$ cat src/hdl/rfp_pkg.sv
// package of the response frame parser: codes, register resets and value helper
package rfp_pkg;

  localparam int unsigned MaxPayloadDefault = 16;
  localparam int unsigned HeaderLen         = 3;
  localparam int unsigned FirstData         = 3;
  localparam int unsigned LastData          = 8;

  localparam logic [7:0] AlertByteReset    = 8'd255;
  localparam logic [6:0] AttachedCodeReset = 7'd1;
  localparam logic [6:0] AngleCodeReset    = 7'd2;
  localparam logic [6:0] PositionCodeReset = 7'd3;

  localparam logic [1:0] RegAlert    = 2'd0;
  localparam logic [1:0] RegAttached = 2'd1;
  localparam logic [1:0] RegAngle    = 2'd2;
  localparam logic [1:0] RegPosition = 2'd3;

  localparam logic [2:0] KindConsole  = 3'd0;
  localparam logic [2:0] KindAttached = 3'd1;
  localparam logic [2:0] KindAngle    = 3'd2;
  localparam logic [2:0] KindPosition = 3'd3;
  localparam logic [2:0] KindOther    = 3'd4;

  // signed high byte times 128 plus signed low byte
  function automatic logic signed [15:0] pair_value(logic [7:0] hi, logic [7:0] lo);
    logic [15:0] hi_part;
    logic [15:0] lo_part;
    hi_part = {hi[7], hi, 7'b0};
    lo_part = {{8{lo[7]}}, lo};
    return signed'(hi_part + lo_part);
  endfunction

endpackage

$ cat src/hdl/response_frame_parser_top.sv
// response frame parser: byte stream in, console bytes and decoded reports out
//
//  channel   dir  handshake                 payload
//  s_axis    in   s_axis_tvalid/tready      tdata: rx_byte
//  m_axis    out  m_axis_tvalid/tready      tuser: kind; tdata: echo, attached, angle, x, y, z
//  apb       in   psel/penable/pready       alert, attached, angle, position codes
//
// one byte is taken every cycle while s_axis_tready is high; a byte that ends an item
// has its result in the output register in the cycle after it is accepted
// the output register frees in the same cycle it is taken, so a stalled
// result blocks input only while m_axis_tready is low
// reset clears the parser state and the frame bytes and loads the default codes
module response_frame_parser_top
  import rfp_pkg::*;
#(
  parameter int unsigned MAX_PAYLOAD = MaxPayloadDefault
) (
  input  logic        clk_i,
  input  logic        rst_ni,
  input  logic        s_axis_tvalid,
  output logic        s_axis_tready,
  input  logic [7:0]  s_axis_tdata,  // [7:0] rx_byte
  output logic        m_axis_tvalid,
  input  logic        m_axis_tready,
  output logic [79:0] m_axis_tdata,  // [7:0] echo_byte, [8] attached, [24:9] angle_value,
                                     // [40:25] pos_x, [56:41] pos_y, [72:57] pos_z, rest 0
  output logic [2:0]  m_axis_tuser,  // [2:0] kind
  input  logic        psel,
  input  logic        penable,
  input  logic        pwrite,
  input  logic [3:0]  paddr,
  input  logic [31:0] pwdata,
  output logic [31:0] prdata,
  output logic        pready
);

  localparam int unsigned LeftW = $clog2(MAX_PAYLOAD + 1);
  localparam int unsigned WidxW = $clog2(MAX_PAYLOAD + HeaderLen + 1);

  localparam logic [1:0] PhAlert = 2'd0;
  localparam logic [1:0] PhCode  = 2'd1;
  localparam logic [1:0] PhLen   = 2'd2;
  localparam logic [1:0] PhData  = 2'd3;

  // configuration registers
  logic [7:0] alert_q;
  logic [6:0] attached_code_q;
  logic [6:0] angle_code_q;
  logic [6:0] position_code_q;
  logic       cfg_wr;

  assign pready = 1'b1;
  assign cfg_wr = psel & penable & pwrite & pready;

  always_ff @(posedge clk_i or negedge rst_ni) begin
    if (!rst_ni) begin
      alert_q         <= AlertByteReset;
      attached_code_q <= AttachedCodeReset;
      angle_code_q    <= AngleCodeReset;
      position_code_q <= PositionCodeReset;
    end else if (cfg_wr) begin
      case (paddr[3:2])
        RegAlert:    alert_q         <= pwdata[7:0];
        RegAttached: attached_code_q <= pwdata[6:0];
        RegAngle:    angle_code_q    <= pwdata[6:0];
        RegPosition: position_code_q <= pwdata[6:0];
        default: ;
      endcase
    end
  end

  always_comb begin
    case (paddr[3:2])
      RegAlert:    prdata = {24'd0, alert_q};
      RegAttached: prdata = {25'd0, attached_code_q};
      RegAngle:    prdata = {25'd0, angle_code_q};
      RegPosition: prdata = {25'd0, position_code_q};
      default:     prdata = 32'd0;
    endcase
  end

  // parser state
  logic [1:0]       phase_q, phase_d;
  logic [LeftW-1:0] left_q, left_d;
  logic [WidxW-1:0] widx_q, widx_d;
  logic [7:0]       code_q, code_d;
  logic [7:0]       data_q [FirstData:LastData];
  logic [7:0]       data_d [FirstData:LastData];

  // result register
  logic        out_valid_q, out_valid_d;
  logic [2:0]  kind_q, kind_d;
  logic [7:0]  echo_q, echo_d;
  logic        attached_q, attached_d;
  logic [15:0] angle_q, angle_d;
  logic [15:0] pos_x_q, pos_x_d;
  logic [15:0] pos_y_q, pos_y_d;
  logic [15:0] pos_z_q, pos_z_d;

  logic       in_acc;
  logic [7:0] rx;
  logic       emit;
  logic       do_decode;

  assign s_axis_tready = ~out_valid_q | m_axis_tready;
  assign in_acc        = s_axis_tvalid & s_axis_tready;
  assign rx            = s_axis_tdata;

  always_comb begin
    phase_d   = phase_q;
    left_d    = left_q;
    widx_d    = widx_q;
    code_d    = code_q;
    data_d    = data_q;
    emit      = 1'b0;
    do_decode = 1'b0;
    if (in_acc) begin
      case (phase_q)
        PhAlert: begin
          if (rx == alert_q) begin
            phase_d = PhCode;
          end else begin
            emit = 1'b1;
          end
        end
        PhCode: begin
          code_d  = rx;
          phase_d = (rx != 8'd0 && !rx[7]) ? PhLen : PhAlert;
        end
        PhLen: begin
          if (rx == 8'd0) begin
            phase_d   = PhAlert;
            emit      = 1'b1;
            do_decode = 1'b1;
          end else if (rx <= 8'(MAX_PAYLOAD)) begin
            left_d  = LeftW'(rx);
            widx_d  = WidxW'(HeaderLen);
            phase_d = PhData;
          end else begin
            phase_d = PhAlert;
          end
        end
        PhData: begin
          for (int i = FirstData; i <= LastData; i++) begin
            if (widx_q == WidxW'(i)) data_d[i] = rx;
          end
          widx_d = widx_q + WidxW'(1);
          left_d = left_q - LeftW'(1);
          if (left_q == LeftW'(1)) begin
            phase_d   = PhAlert;
            widx_d    = '0;
            emit      = 1'b1;
            do_decode = 1'b1;
          end
        end
        default: ;
      endcase
    end
  end

  // decode reads the buffer including the byte just taken
  always_comb begin
    kind_d     = KindConsole;
    echo_d     = 8'd0;
    attached_d = 1'b0;
    angle_d    = 16'd0;
    pos_x_d    = 16'd0;
    pos_y_d    = 16'd0;
    pos_z_d    = 16'd0;
    if (!do_decode) begin
      echo_d = rx;
    end else if (code_q == {1'b0, attached_code_q}) begin
      kind_d     = KindAttached;
      attached_d = (data_d[4] != 8'd0);
    end else if (code_q == {1'b0, angle_code_q}) begin
      kind_d  = KindAngle;
      angle_d = pair_value(data_d[4], data_d[5]);
    end else if (code_q == {1'b0, position_code_q}) begin
      kind_d  = KindPosition;
      pos_x_d = pair_value(data_d[3], data_d[4]);
      pos_y_d = pair_value(data_d[5], data_d[6]);
      pos_z_d = pair_value(data_d[7], data_d[8]);
    end else begin
      kind_d = KindOther;
    end
  end

  assign out_valid_d = emit | (out_valid_q & ~m_axis_tready);

  always_ff @(posedge clk_i or negedge rst_ni) begin
    if (!rst_ni) begin
      phase_q     <= PhAlert;
      left_q      <= '0;
      widx_q      <= '0;
      code_q      <= 8'd0;
      out_valid_q <= 1'b0;
      for (int i = FirstData; i <= LastData; i++) data_q[i] <= 8'd0;
    end else begin
      phase_q     <= phase_d;
      left_q      <= left_d;
      widx_q      <= widx_d;
      code_q      <= code_d;
      out_valid_q <= out_valid_d;
      data_q      <= data_d;
    end
  end

  always_ff @(posedge clk_i) begin
    if (emit) begin
      kind_q     <= kind_d;
      echo_q     <= echo_d;
      attached_q <= attached_d;
      angle_q    <= angle_d;
      pos_x_q    <= pos_x_d;
      pos_y_q    <= pos_y_d;
      pos_z_q    <= pos_z_d;
    end
  end

  assign m_axis_tvalid = out_valid_q;
  assign m_axis_tuser  = kind_q;
  assign m_axis_tdata  = {7'd0, pos_z_q, pos_y_q, pos_x_q, angle_q, attached_q, echo_q};

  // console byte comes out in the next cycle
  a_console_echo: assert property (@(posedge clk_i) disable iff (!rst_ni)
    in_acc && phase_q == PhAlert && s_axis_tdata != alert_q
    |=> m_axis_tvalid && m_axis_tuser == KindConsole && m_axis_tdata[7:0] == $past(s_axis_tdata))
    else $error("console byte not echoed");

  // data phase always expects at least one more byte
  a_left_nonzero: assert property (@(posedge clk_i) disable iff (!rst_ni)
    phase_q == PhData |-> left_q != '0)
    else $error("data phase with no bytes left");

  // write position never below the first data byte in data phase
  a_widx_range: assert property (@(posedge clk_i) disable iff (!rst_ni)
    phase_q == PhData |-> widx_q >= WidxW'(HeaderLen))
    else $error("write index below header");

  // no new result while the held one is stalled
  a_no_overwrite: assert property (@(posedge clk_i) disable iff (!rst_ni)
    m_axis_tvalid && !m_axis_tready |-> !emit)
    else $error("result overwritten while stalled");

  // echo field only carries data for console items
  a_echo_zero: assert property (@(posedge clk_i) disable iff (!rst_ni)
    m_axis_tvalid && m_axis_tuser != KindConsole |-> m_axis_tdata[7:0] == 8'd0)
    else $error("echo byte set on a frame report");

endmodule

$ cat config.mk
export PLATFORM = sky130hd
export DESIGN_NAME = response_frame_parser_top
export DESIGN_NICKNAME = d
export VERILOG_FILES = /design/src/hdl/rfp_pkg.sv /design/src/hdl/response_frame_parser_top.sv
export SDC_FILE = /design/constraint.sdc
export NUM_CORES = 1
export LEC_CHECK = 0
export ABC_AREA = 0
export BUFFER_PORTS_ARGS = -buffer_cell sky130_fd_sc_hd__buf_2
export CAP_MARGIN = 20
export CORE_AREA = 5 5 133 135
export DETAILED_ROUTE_END_ITERATION = 16
export DIE_AREA = 0 0 138 140
export GPL_TIMING_DRIVEN = 0
export HOLD_SLACK_MARGIN = 0.1
export PLACE_DENSITY = 0.79
export SYNTH_ARGS = -nofsm -noshare
export SYNTH_HDL_FRONTEND = slang
export SYNTH_SLANG_ARGS = --single-unit
$ cat constraint.sdc
create_clock -name clk_i -period 8.7 [get_ports clk_i]
set_input_delay 1.74 -clock clk_i [delete_from_list [all_inputs] [get_ports clk_i]]
set_output_delay 1.74 -clock clk_i [all_outputs]
set_load 0.005 [all_outputs]
# ---- Word-level counts from Yosys, hierarchy flattened
# Cells that the tools add are included.
dict set report word_totals {
  in_bits 51
  ff_bits 174
  wordCells 115
  output_inout_bits 118
}
dict set report classes {
  mux 32
  n_bitwise 11
  n_addsub 6
  reduce_logical 20
  order_cmp 1
  n_eq_ne 21
}
# cell n
set ops {}
lappend ops {{$pmux W32 S4} 1}
lappend ops {{$mux W48} 2}
lappend ops {{$add A15 B8 Y16} 4}
lappend ops {{$mux W8} 6}
lappend ops {{$mux W5} 5}
lappend ops {{$eq A8 B7 Y1} 3}
lappend ops {{$eq A5 B3 Y1 const B} 4}
lappend ops {{$pmux W5 S2} 2}
lappend ops {{$reduce_bool A8 Y1} 2}
lappend ops {{$mux W2} 6}
lappend ops {{$reduce_and A2 Y1} 6}
lappend ops {{$eq A2 B2 Y1 const B} 4}
lappend ops {{$eq A8 B8 Y1} 1}
lappend ops {{$le A8 B5 Y1 const B} 1}
lappend ops {{$logic_not A8 Y1} 1}
lappend ops {{$ne A2 B2 Y1 const B} 4}
lappend ops {{$pmux W2 S4} 1}
lappend ops {{$mux W1} 6}
lappend ops {{$reduce_or A3 Y1} 2}
lappend ops {{$add A5 B1 Y5 const B} 1}
lappend ops {{$eq A5 B1 Y1 const B} 1}
lappend ops {{$eq A5 B2 Y1 const B} 1}
lappend ops {{$eq A5 B4 Y1 const B} 1}
lappend ops {{$not A1 Y1} 5}
lappend ops {{15 further kinds} 21}

# ---- Logic depth before layout (Yosys ltp)
# Gate-level depths: netlist (run 1).
dict set report logic_depth {
  depth_word 6
  mapped_depth 18
  mapped_depth_nobuf 17
}

# ---- Least setup slack after synthesis (run 1)
# OpenSTA, ideal clock, no wires.
dict set report synth_timing {
  path_kind {input port to flip-flop}
  startpoint {input port s_axis_tdata[3]}
  endpoint {register angle_q[0], enable pin}
  n_path_buf 0
  arrival_ns 8.184
  setup_time_ns 0.626
  cell_stages 5
  t_required_ns 8.074
  slack_ns -0.110
  cell_sequence {or2_1 -> nor4_1 -> and2_1 -> a31oi_1 -> a211oi_1}
}
dict set report synth_via {
  elab_chain_cells 4
  word_cells_on_any_way 6
  classes_between {1 x eq/ne; 4 x mux; 1 x reduce/logical}
}
# item line_no
set synth_rtl {}
lappend synth_rtl {{start: declaration} response_frame_parser_top.sv:22} ;# input logic [7:0] s_axis_tdata,
lappend synth_rtl {{$eq A8 B8 Y1 / $logic_not A8 Y1 (equally long branches)} {response_frame_parser_top.sv:120, response_frame_parser_top.sv:131}}
lappend synth_rtl {{$mux W1, on equally long branches} {response_frame_parser_top.sv:120, response_frame_parser_top.sv:131}}
lappend synth_rtl {{$pmux W1 S3 *} response_frame_parser_top.sv:118} ;# case (phase_q)
lappend synth_rtl {{$mux W1 *} response_frame_parser_top.sv:117} ;# if (in_acc) begin
lappend synth_rtl {{named net emit} response_frame_parser_top.sv:102} ;# logic emit;
lappend synth_rtl {{end signal: assignment} response_frame_parser_top.sv:213} ;# angle_q <= angle_d;
lappend synth_rtl {{end: declaration} response_frame_parser_top.sv:95} ;# logic [15:0] angle_q, angle_d;
# The timed path passes the listed nets; every way through them passes the cells marked *.
# A chain may end at the register's enable or synchronous reset.

==> summary.md, run 1 <==
Setup repair after global routing left no endpoint under its margin. The tools report the maximum count of clock buffers along a single path as 2. The first global-routing pass estimated 32,100 um of wire. For the pin with the worst max-slew slack, the measured transition is 1.02 ns. At the worst endpoint, the required time is 8.96 ns.

The starting density of the core was 0.547; the tightest hold margin was 0.492 ns. Among all flip-flop cells after synthesis, the most frequent one is sky130_fd_sc_hd__dfrtp_1. The tools report the worst min-delay path startpoint as data_q[17]$_DFF_PN0_. The post-detailed-route count of antenna-violating nets was 0.

Leaving out fill and tap cells, the most frequent cell in the layout is sky130_fd_sc_hd__buf_2. Switching share of power: 0.300. The routed layout has 6,026 vias.

The count of buffers added on input and output ports is 109. The global-route total usage across every layer is 0.208, and the final design instance area without fill is 10,600 um^2. Along the worst path, the maximum fanout reaches 10.

Based on the critical path, the design can be clocked at up to 203 MHz. The top cell types in the final layout, fill and taps aside, are sky130_fd_sc_hd__buf_2, sky130_fd_sc_hd__dfrtp_1, sky130_fd_sc_hd__edfxtp_1. 0 antenna diodes ended up in the layout. Max-cap violations in this run came to 0.

In this run the standard cell core region covers 16,300 um^2. Instance count along the most critical hold path: 1. The tools report the startpoint class of the critical path as an input port. Synthesis-to-finish area growth: 18.2%. Pin count of the biggest net entering global routing: 53. The category of the most critical setup path was input port to flop. The tools report the number of remaining DRC errors as 0.

The number of pins with negative max-slew slack in the final report is 0, and the number of clock sinks is 174. Post-CTS repair changed the size of 0 cells. The normalized max-slew margin is 0.317. In this run, post-CTS hold repair placed 0 buffers. The total clock buffers created by CTS is 17. The fraction of layout cells with a size suffix above 1 came out at 0.329. During I/O placement, the number of pins put on the boundary was 169. The critical path starts at m_axis_tready. The tools report the synthesized instance count as 729.

STA classifies the critical path endpoint as a flop. The run finished with clean final reports. In this run the critical register-to-register path is launched from widx_q[0]$_DFFE_PN0P_. The run gives 0 as the final global-route overflow total. The internal portion of the total power is 1.79 mW.

For the finished layout, the period the worst path requires is 4.94 ns. After synthesis, the mean cell area works out to 12.3 um^2. The via count of the first global-routing pass came out at 6,158. Setup violations remaining at the end of the flow were counted as 0.

After clock tree synthesis, the setup repair step added 0 buffers. The logs give 8940 um^2 for the post-synthesis instance area and 0.451 for the sequential fraction of design power. The die footprint is 19,300 um^2, and the power share of the clock group is 0.302.

The initialized floorplan defines 47 standard-cell rows. Once routing completed, OpenROAD measured the worst setup slack at 3.76 ns. After detailed routing, the average wire length per cell comes to 17.4 um. The clock-pin slew on the worst setup and hold paths was 0.07 ns; the clock skew after layout was 0.0129 ns.

The analysis attributes to net switching a power of 0.767 mW. TritonCTS built the clock tree. After detailed routing, the number of vias per cell comes to 5.36.

The wire-length estimate of the detail-placed layout is 14,100 um. In this run the number of H-tree levels came out at 4. At the later pin of the worst-skew pair, clock insertion delay measures 0.44 ns. Class of the tightest hold or removal check: flop to flop. For this block, the initial DRC count from the detailed router was 494. The chip height was 140 um; the data arrival time of the critical path was 5.20 ns. The number of register bits inferred by synthesis was 174. The final critical-path share of the clock period was 0.568; the die width was 138 um. The share of flip-flops with an asynchronous set or reset after synthesis was 0.563. The fraction of the yosys area taken by sequential cells came out at 0.531.

For this design the ratio of total power to cell area is 242 nW/um^2. The initial antenna violation count came out at 1. The worst supply voltage drop on vdd was 150 uV.

The tools report the proportion of power drawn by combinational gates as 0.247. The final hold violation count was 0; the count of unique library cells instantiated by Yosys was 63. For this run, the detailed router's first-pass iteration total came to 5.

The number of warnings printed during yosys synthesis was 0; the routability congestion estimate was 0.903. Prior to clock tree synthesis, the placed netlist has a worst setup slack of 3.34 ns. The tools report the post-detailed-routing wire length as 19,600 um. The summed negative setup slack over all endpoints was 0 ns; the leakage power total was 4.81 nW.

The synthesized design contains 76 enable-type register cells. The net count of the finished layout is 976. The placed instances occupy a cell area of 9960 um^2. Counting cells, the worst reg-to-reg path comes to 15.

The tree is rooted in a sky130_fd_sc_hd__clkbuf_16.
per-stage QoR:
step	total power, mW	util	instances
3_3_place_gp	1.77	0.604	1088
2_1_floorplan	1.58	-	759
6_report	2.55	0.647	1124
4_1_cts	2.57	0.647	1124
3_5_place_dp	1.79	0.610	1092
5_1_grt	2.69	0.647	1124
path summary, 6_finish.rpt:
kind / to / slack, ns
worst min-delay path: data_q[17]$_DFF_PN0_ / 0.49
worst max register to register: pos_z_q[13]$_SDFFCE_PP0P_ / 4.71
min in group asynchronous: angle_code_q[6]$_DFFE_PN0P_ / 1.32
worst min register to register: data_q[17]$_DFF_PN0_ / 0.49
max in group asynchronous: alert_q[7]$_DFFE_PN1P_ / 6.67
worst max-delay path: pos_z_q[13]$_SDFFCE_PP0P_ / 3.76
flip-flops by register name, indices dropped and copies added, names as in the netlist:
register         count
m_axis_tuser         3
code_q               8
widx_q               5
data_q              48
m_axis_tvalid        1
position_code_q      7
alert_q              8
angle_q             16
pos_y_q             16
echo_q               8
left_q               5
attached_code_q      7
pos_z_q             16
phase_q              2
angle_code_q         7
pos_x_q             16
attached_q           1
synthesized netlist by cell type (all sizes together), types with 2 or more instances:
cell type / instances / area (um^2)
edfxtp: 76 / 2280
o21ai: 22 / 110
fa: 4 / 80.1
nor2b: 27 / 169
o21bai: 3 / 22.5
nor2: 60 / 225
ha: 30 / 375
and3b: 4 / 35.0
conb: 2 / 7.51
or2: 5 / 31.3
nand3b: 2 / 15.0
nor4b: 2 / 32.5
and2: 13 / 82.6
clkbuf: 24 / 90.1
nand4b: 2 / 17.5
o31ai: 3 / 22.5
nor4: 8 / 50.1
a2111oi: 4 / 53.8
xnor2: 30 / 270
inv: 26 / 97.6
mux2: 77 / 878
a21oi: 26 / 130
dfstp: 12 / 315
buf: 42 / 314
and3: 2 / 12.5
a211oi: 2 / 15.0
nand2: 27 / 101
mux4: 7 / 158
a21o: 9 / 67.6
nand4: 8 / 62.6
dfrtp: 86 / 2150
nor3b: 2 / 15.0
nor3: 8 / 40.0
xor2: 26 / 228
o221ai: 2 / 17.5
nand3: 8 / 40.0
nand2b: 8 / 50.1
a31oi: 6 / 37.5
mux2i: 11 / 123
worst max-delay path, stage by stage:
cell                       delay, ns
sky130_fd_sc_hd__buf_2          0.08
sky130_fd_sc_hd__nand2b_1       0.08
sky130_fd_sc_hd__buf_2          0.23
sky130_fd_sc_hd__nand2_1        0.18
sky130_fd_sc_hd__or4bb_1        0.51
sky130_fd_sc_hd__clkbuf_1       0.24
sky130_fd_sc_hd__mux2_2         0.44
sky130_fd_sc_hd__ha_1           0.27
sky130_fd_sc_hd__fa_1           0.41
sky130_fd_sc_hd__a21o_1         0.17
sky130_fd_sc_hd__a21oi_1        0.20
sky130_fd_sc_hd__nor2b_1        0.09
sky130_fd_sc_hd__o21ai_0        0.15
sky130_fd_sc_hd__nand2b_1       0.09
sky130_fd_sc_hd__nand2_1        0.08
sky130_fd_sc_hd__nor3b_1        0.21
power groups by stage:
stage	logic, mW	registers, mW	clock network [mW]
after detailed placement	0.628	1.17	0
after global routing	0.695	1.17	0.831
after floorplan	0.421	1.16	0
final	0.631	1.15	0.772
after CTS	0.634	1.15	0.785
after global placement	0.591	1.17	0
kinds of logic (layout without fill, tap and decap cells):
kind of cell	Yosys count	count (layout)	share of synthesized area
compound gates	84	84	0.0597
buf+inv	92	237	0.0561
other cells	2	32	0.000840
flops	174	174	0.531
mux	95	95	0.130
fa+ha+maj	35	35	0.0522
simple gates	191	191	0.115
xor+xnor	56	56	0.0557
per-layer routing:
layer	wire length, um	track usage
met1	8070	0.263
met2	9800	0.350
met3	1200	0.0487
met4	514	0.0806
met5	7	0
layout make-up:
type,count,area [um^2]
Buffer,66,404
Clock buffer,21,493
Clock inverter,11,116
Fill cell,1281,5770
Inverter,26,97.6
Multi-Input combinational cell,493,3820
Sequential cell,174,4750
Tap cell,220,275
Timing Repair Buffer,113,621
Power figures use the tool's default switching activity.
==> run 2, diff against run 1 <==
Settings changed: ABC_AREA 0 to 1, CORE_AREA 5 5 133 135 to 5 5 143 145, DIE_AREA 0 0 138 140 to 0 0 148 150, PLACE_DENSITY 0.79 to 0.76.
Clock period 8.7 ns to 4.2 ns, I/O delays scaled along.
==> run 2 against run 1 <==
Compared with the run above:
- combinational power grew 140%
- global-route usage shrank 0.12 points
- critical path depth grew 3
- via count grew 24%
- final cell count up 31%
- die area is 15% higher
- sequential share of layout area is 2.2 points lower
==> summary.md, run 2 <==
The run gives 1,440 (was 1,092) as the placed cell count. The power per cell area is 508 nW/um^2 (was 242 nW/um^2). The switching share of power was 0.338 (was 0.300); the die width was 148 um (was 138 um).

The H-tree depth reported by CTS was 4 (unchanged). For the number of warnings printed during yosys synthesis, the log shows 0 (unchanged). The combined flip-flop and latch cell area came out at 4750 um^2 (unchanged).

Number of rows created at floorplan: 51 (was 47). The number of register bits inferred by synthesis works out to 174 (unchanged). The synthesis-to-finish area growth was 16.7% (was 18.2%); the number of port buffers was 106 (was 109). The tools report the die footprint as 22,200 um^2 (was 19,300 um^2).

The category of the most critical setup path was input port to flop (unchanged). Commonest cells in the netlist: sky130_fd_sc_hd__nand2_1, sky130_fd_sc_hd__inv_1, sky130_fd_sc_hd__nor2_1 (was sky130_fd_sc_hd__dfrtp_1, sky130_fd_sc_hd__edfxtp_1, sky130_fd_sc_hd__mux2_2). The pin count of the biggest net entering global routing was 77 (was 53). The final critical-path share of the clock period was 0.883.

The tools report the clock skew after layout as 0.0133 ns (was 0.0129 ns). Top cells by area, synth: sky130_fd_sc_hd__edfxtp_1, sky130_fd_sc_hd__dfrtp_1, sky130_fd_sc_hd__nand2_1 (was sky130_fd_sc_hd__edfxtp_1, sky130_fd_sc_hd__dfrtp_1, sky130_fd_sc_hd__mux2_2). The transition at the pin with the smallest max-transition slack came out at 0.960 ns (was 1.02 ns).

The most repeated cell in the gate-level netlist after synthesis was sky130_fd_sc_hd__nand2_1 (was sky130_fd_sc_hd__dfrtp_1). Chip height: 150 um (was 140 um). The run gives 5.65 mW (was 2.55 mW) as the post-route total power.

Top library cells by usage in the layout, fill and taps aside: sky130_fd_sc_hd__nand2_1, sky130_fd_sc_hd__inv_1, sky130_fd_sc_hd__buf_2 (was sky130_fd_sc_hd__buf_2, sky130_fd_sc_hd__dfrtp_1, sky130_fd_sc_hd__edfxtp_1). The logs give 0.207 (was 0.208) for the global-route total usage across every layer and 0 (unchanged) for the final number of setup-violating endpoints. The tools report the worst supply voltage drop on vdd as 321 uV (was 150 uV).

The clock tree root buffer cell was sky130_fd_sc_hd__clkbuf_16 (unchanged). The filler cell count is 1,649 (was 1,281), and the starting density of the core is 0.499 (was 0.547). The area fraction of the dominant cell type after synthesis came out at 0.240 (was 0.255). The number of hold-repair buffers added at the cts stage is 0 (unchanged).

Library cell occupying the most area in the post-synthesis netlist: sky130_fd_sc_hd__edfxtp_1 (unchanged). The maximum count of clock buffers along a single path is 2 (unchanged). The logs give 0.437 (was 0.451) for the sequential fraction of design power and 0 (unchanged) for the final hold violation count. The number of synthesized flops with an enable pin was 76 (unchanged). The fraction of the core area covered by cells at the end of the flow is 0.582 (was 0.647), and the synthesized instance count is 1,064 (was 729). The launching instance or port of the critical path was m_axis_tready (unchanged). The clock-pin slew on the worst setup and hold paths was 0.07 ns (about the same); the required time at the endpoint of the critical path was 4.39 ns (was 8.96 ns). The post-layout worst setup margin is 0.492 ns (was 3.76 ns), and the data arrival time of the critical path is 3.90 ns (was 5.20 ns).

The number of antenna repair diodes came out at 0 (unchanged). Type of element capturing the critical path: a flop (unchanged). The tools report the startpoint class of the critical path as an input port (unchanged). The power share of the clock group came out at 0.289 (was 0.302). For the routability congestion estimate, the log shows 0.905 (was 0.903).

The synthesized area per cell was 8.95 um^2 (was 12.3 um^2). The run gives 7,446 (was 6,026) as the total via count after detailed routing. The run gives 0.360 (was 0.317) as the normalized max-slew margin.

For the leakage power total, the log shows 5.43 nW (was 4.81 nW). TritonCTS built the clock tree. The run gives 19,100 um^2 (was 16,300 um^2) as the area of the core. The beginning of the worst register-to-register path was widx_q[0]$_DFFE_PN0P_ (unchanged). The post-synthesis instance area is 9520 um^2 (was 8940 um^2).

The via count of the first global-routing pass came out at 7,148 (was 6,158). The fraction of layout cells with a size suffix above 1 was 0.214 (was 0.329). After layout, the minimum clock period comes to 3.71 ns. Maximum clock frequency: 270 MHz.

For the number of ports placed on the die boundary, the log shows 169 (unchanged). The average wire per standard cell is 15.1 um (was 17.4 um). The most common cell after layout, fill and taps aside was sky130_fd_sc_hd__nand2_1 (was sky130_fd_sc_hd__buf_2). The multi-input gate area in the final layout was 3880 um^2 (was 3820 um^2). The total clock buffers created by CTS was 17 (unchanged). For the placement-stage worst setup slack, the log shows -0.251 ns (was 3.34 ns). Number of clock sinks: 174 (unchanged). Number of pins with negative max-slew slack in the final report: 0 (unchanged). The summed negative setup slack over all endpoints came out at 0 ns (unchanged). The tools report the first-pass GRT wire length as 36,200 um (was 32,100 um).

The initial antenna violation count was 0 (was 1). The post-detailed-route count of antenna-violating nets is 0 (unchanged). Count of unique library cells instantiated by Yosys: 54 (was 63). The class of the tightest hold or removal check was input port to async pin (was flop to flop). The count of max-cap constraint violations is 0 (unchanged), and the final cell count without fillers is 1,473 (was 1,124).

The proportion of power drawn by combinational gates is 0.273 (was 0.247). The run gives 5 (unchanged) as the count of TritonRoute iterations in the first routing pass. For the net total in the final layout, the log shows 1,307 (was 976). The maximum fanout count along the critical path was 10 (unchanged). The detail-routed via count per cell came out at 5.05 (was 5.36).

The tools report the net switching power as 1.91 mW (was 0.767 mW). The share of flip-flops with an asynchronous set or reset after synthesis was 0.563 (unchanged). The run finished with clean final reports. The insertion delay to the later sink of the worst-skew pair was 0.44 ns (about the same).

The logs give 22,300 um (was 19,600 um) for the post-detailed-routing wire length and 3.74 mW (was 1.79 mW) for the internal power summed over all cells. The logs give 0 (unchanged) for the final global-route overflow total and 0 (unchanged) for the number of remaining DRC errors. The initial detailed-routing violation count is 438 (was 494), and the half-perimeter wire length after placement is 16,200 um (was 14,100 um). Setup repair after global routing left no endpoint under its margin. The largest register by flop count was data_q (unchanged). The flip-flop cell with the highest count after synthesis was sky130_fd_sc_hd__dfrtp_1 (unchanged). The tools report the fraction of the yosys area taken by sequential cells as 0.499 (was 0.531). The flip-flop count of the largest register, all copies and words added works out to 48 (unchanged).
[run 2: cell types whose count changed after synthesis, sizes merged, moves of 27 or more]
cell,before,now
nor2,60,114
o21ai,22,101
nand3,8,36
inv,26,154
nand2,27,246
mux2,77,1
nor2b,27,0
[run 2: through the flow]
stage,hold slack (ns),cell area [um^2]
after floorplan,0.453,9630
after global placement,0.472,10500
after detailed placement,0.496,10500
after CTS,0.333,11100
after global routing,0.355,11100
final,0.331,11100
[run 2: final timing paths]
check | endpoint | slack (ns) | depth (start not counted)
min | position_code_q[3]$_DFFE_PN0P_ | 0.33 | 1
min reg2reg | data_q[47]$_DFF_PN0_ | 0.51 | 2
min in group clk_i | data_q[47]$_DFF_PN0_ | 0.51 | 2
max | pos_z_q[15]$_SDFFCE_PP0P_ | 0.49 | 19
max reg2reg | pos_z_q[15]$_SDFFCE_PP0P_ | 0.57 | 18
max in group asynchronous | alert_q[6]$_DFFE_PN1P_ | 3.16 | 2
[run 2: layer usage]
metal,up-vias,track usage,share of wire
met1,3466,0.273,0.44
met2,223,0.345,0.48
li1,3724,-,-
met3,33,0.0427,0.063
met4,0,0.0647,0.016
met5,-,0,0
[run 2: timing repair]
action	4_1_cts	5_1_grt
buffers inserted	0	1
setup endpoints to repair	0	3
endpoints found under the hold margin	0	0
gates resized for setup	0	2
[run 2: worst max-delay path, cell delays in order]
cell and delay, ns:
sky130_fd_sc_hd__buf_2 0.08, sky130_fd_sc_hd__inv_1 0.06, sky130_fd_sc_hd__a21boi_4 0.25, sky130_fd_sc_hd__buf_6 0.21, sky130_fd_sc_hd__buf_4 0.19, sky130_fd_sc_hd__nand4_1 0.15, sky130_fd_sc_hd__clkbuf_2 0.26, sky130_fd_sc_hd__o21ai_0 0.59
sky130_fd_sc_hd__ha_1 0.31, sky130_fd_sc_hd__fa_1 0.21, sky130_fd_sc_hd__nand2_1 0.07, sky130_fd_sc_hd__inv_1 0.05, sky130_fd_sc_hd__o21ai_0 0.06, sky130_fd_sc_hd__nand2_1 0.10, sky130_fd_sc_hd__a21oi_1 0.07, sky130_fd_sc_hd__o21bai_1 0.17
sky130_fd_sc_hd__nand2_1 0.09, sky130_fd_sc_hd__nand2_1 0.08, sky130_fd_sc_hd__a21oi_2 0.05
[run 2: power groups by stage]
stage / Sequential (mW) / Clock [mW] / Combinational (mW)
6_report: 2.47 / 1.63 / 1.54
5_1_grt: 2.51 / 1.73 / 1.76
4_1_cts: 2.47 / 1.66 / 1.55
3_5_place_dp: 2.50 / 0 / 1.53
3_3_place_gp: 2.51 / 0 / 1.48
2_1_floorplan: 2.47 / 0 / 1.05
[run 2: logic make-up (layout without fill, tap and decap cells)]
family                   after synthesis  after routing  share of synthesized area
AO/OA/AOI/OAI                        172            172                      0.102
XOR/XNOR                              19             19                     0.0175
adder cells (fa/ha/maj)               34             34                     0.0479
buffers and inverters                213            354                      0.105
flip-flops                           174            174                      0.499
multiplexers                           1              1                    0.00118
other                                  2             32                   0.000789
AND/OR/NAND/NOR                      449            449                      0.226
[run 2: cell type report]
class	instances	area share
Buffer	59	0.0381
Clock buffer	19	0.0399
Clock inverter	13	0.0145
Inverter	154	0.0523
Multi-Input combinational cell	707	0.349
Sequential cell	174	0.428
Tap cell	238	0.0268
Timing Repair Buffer	109	0.0516
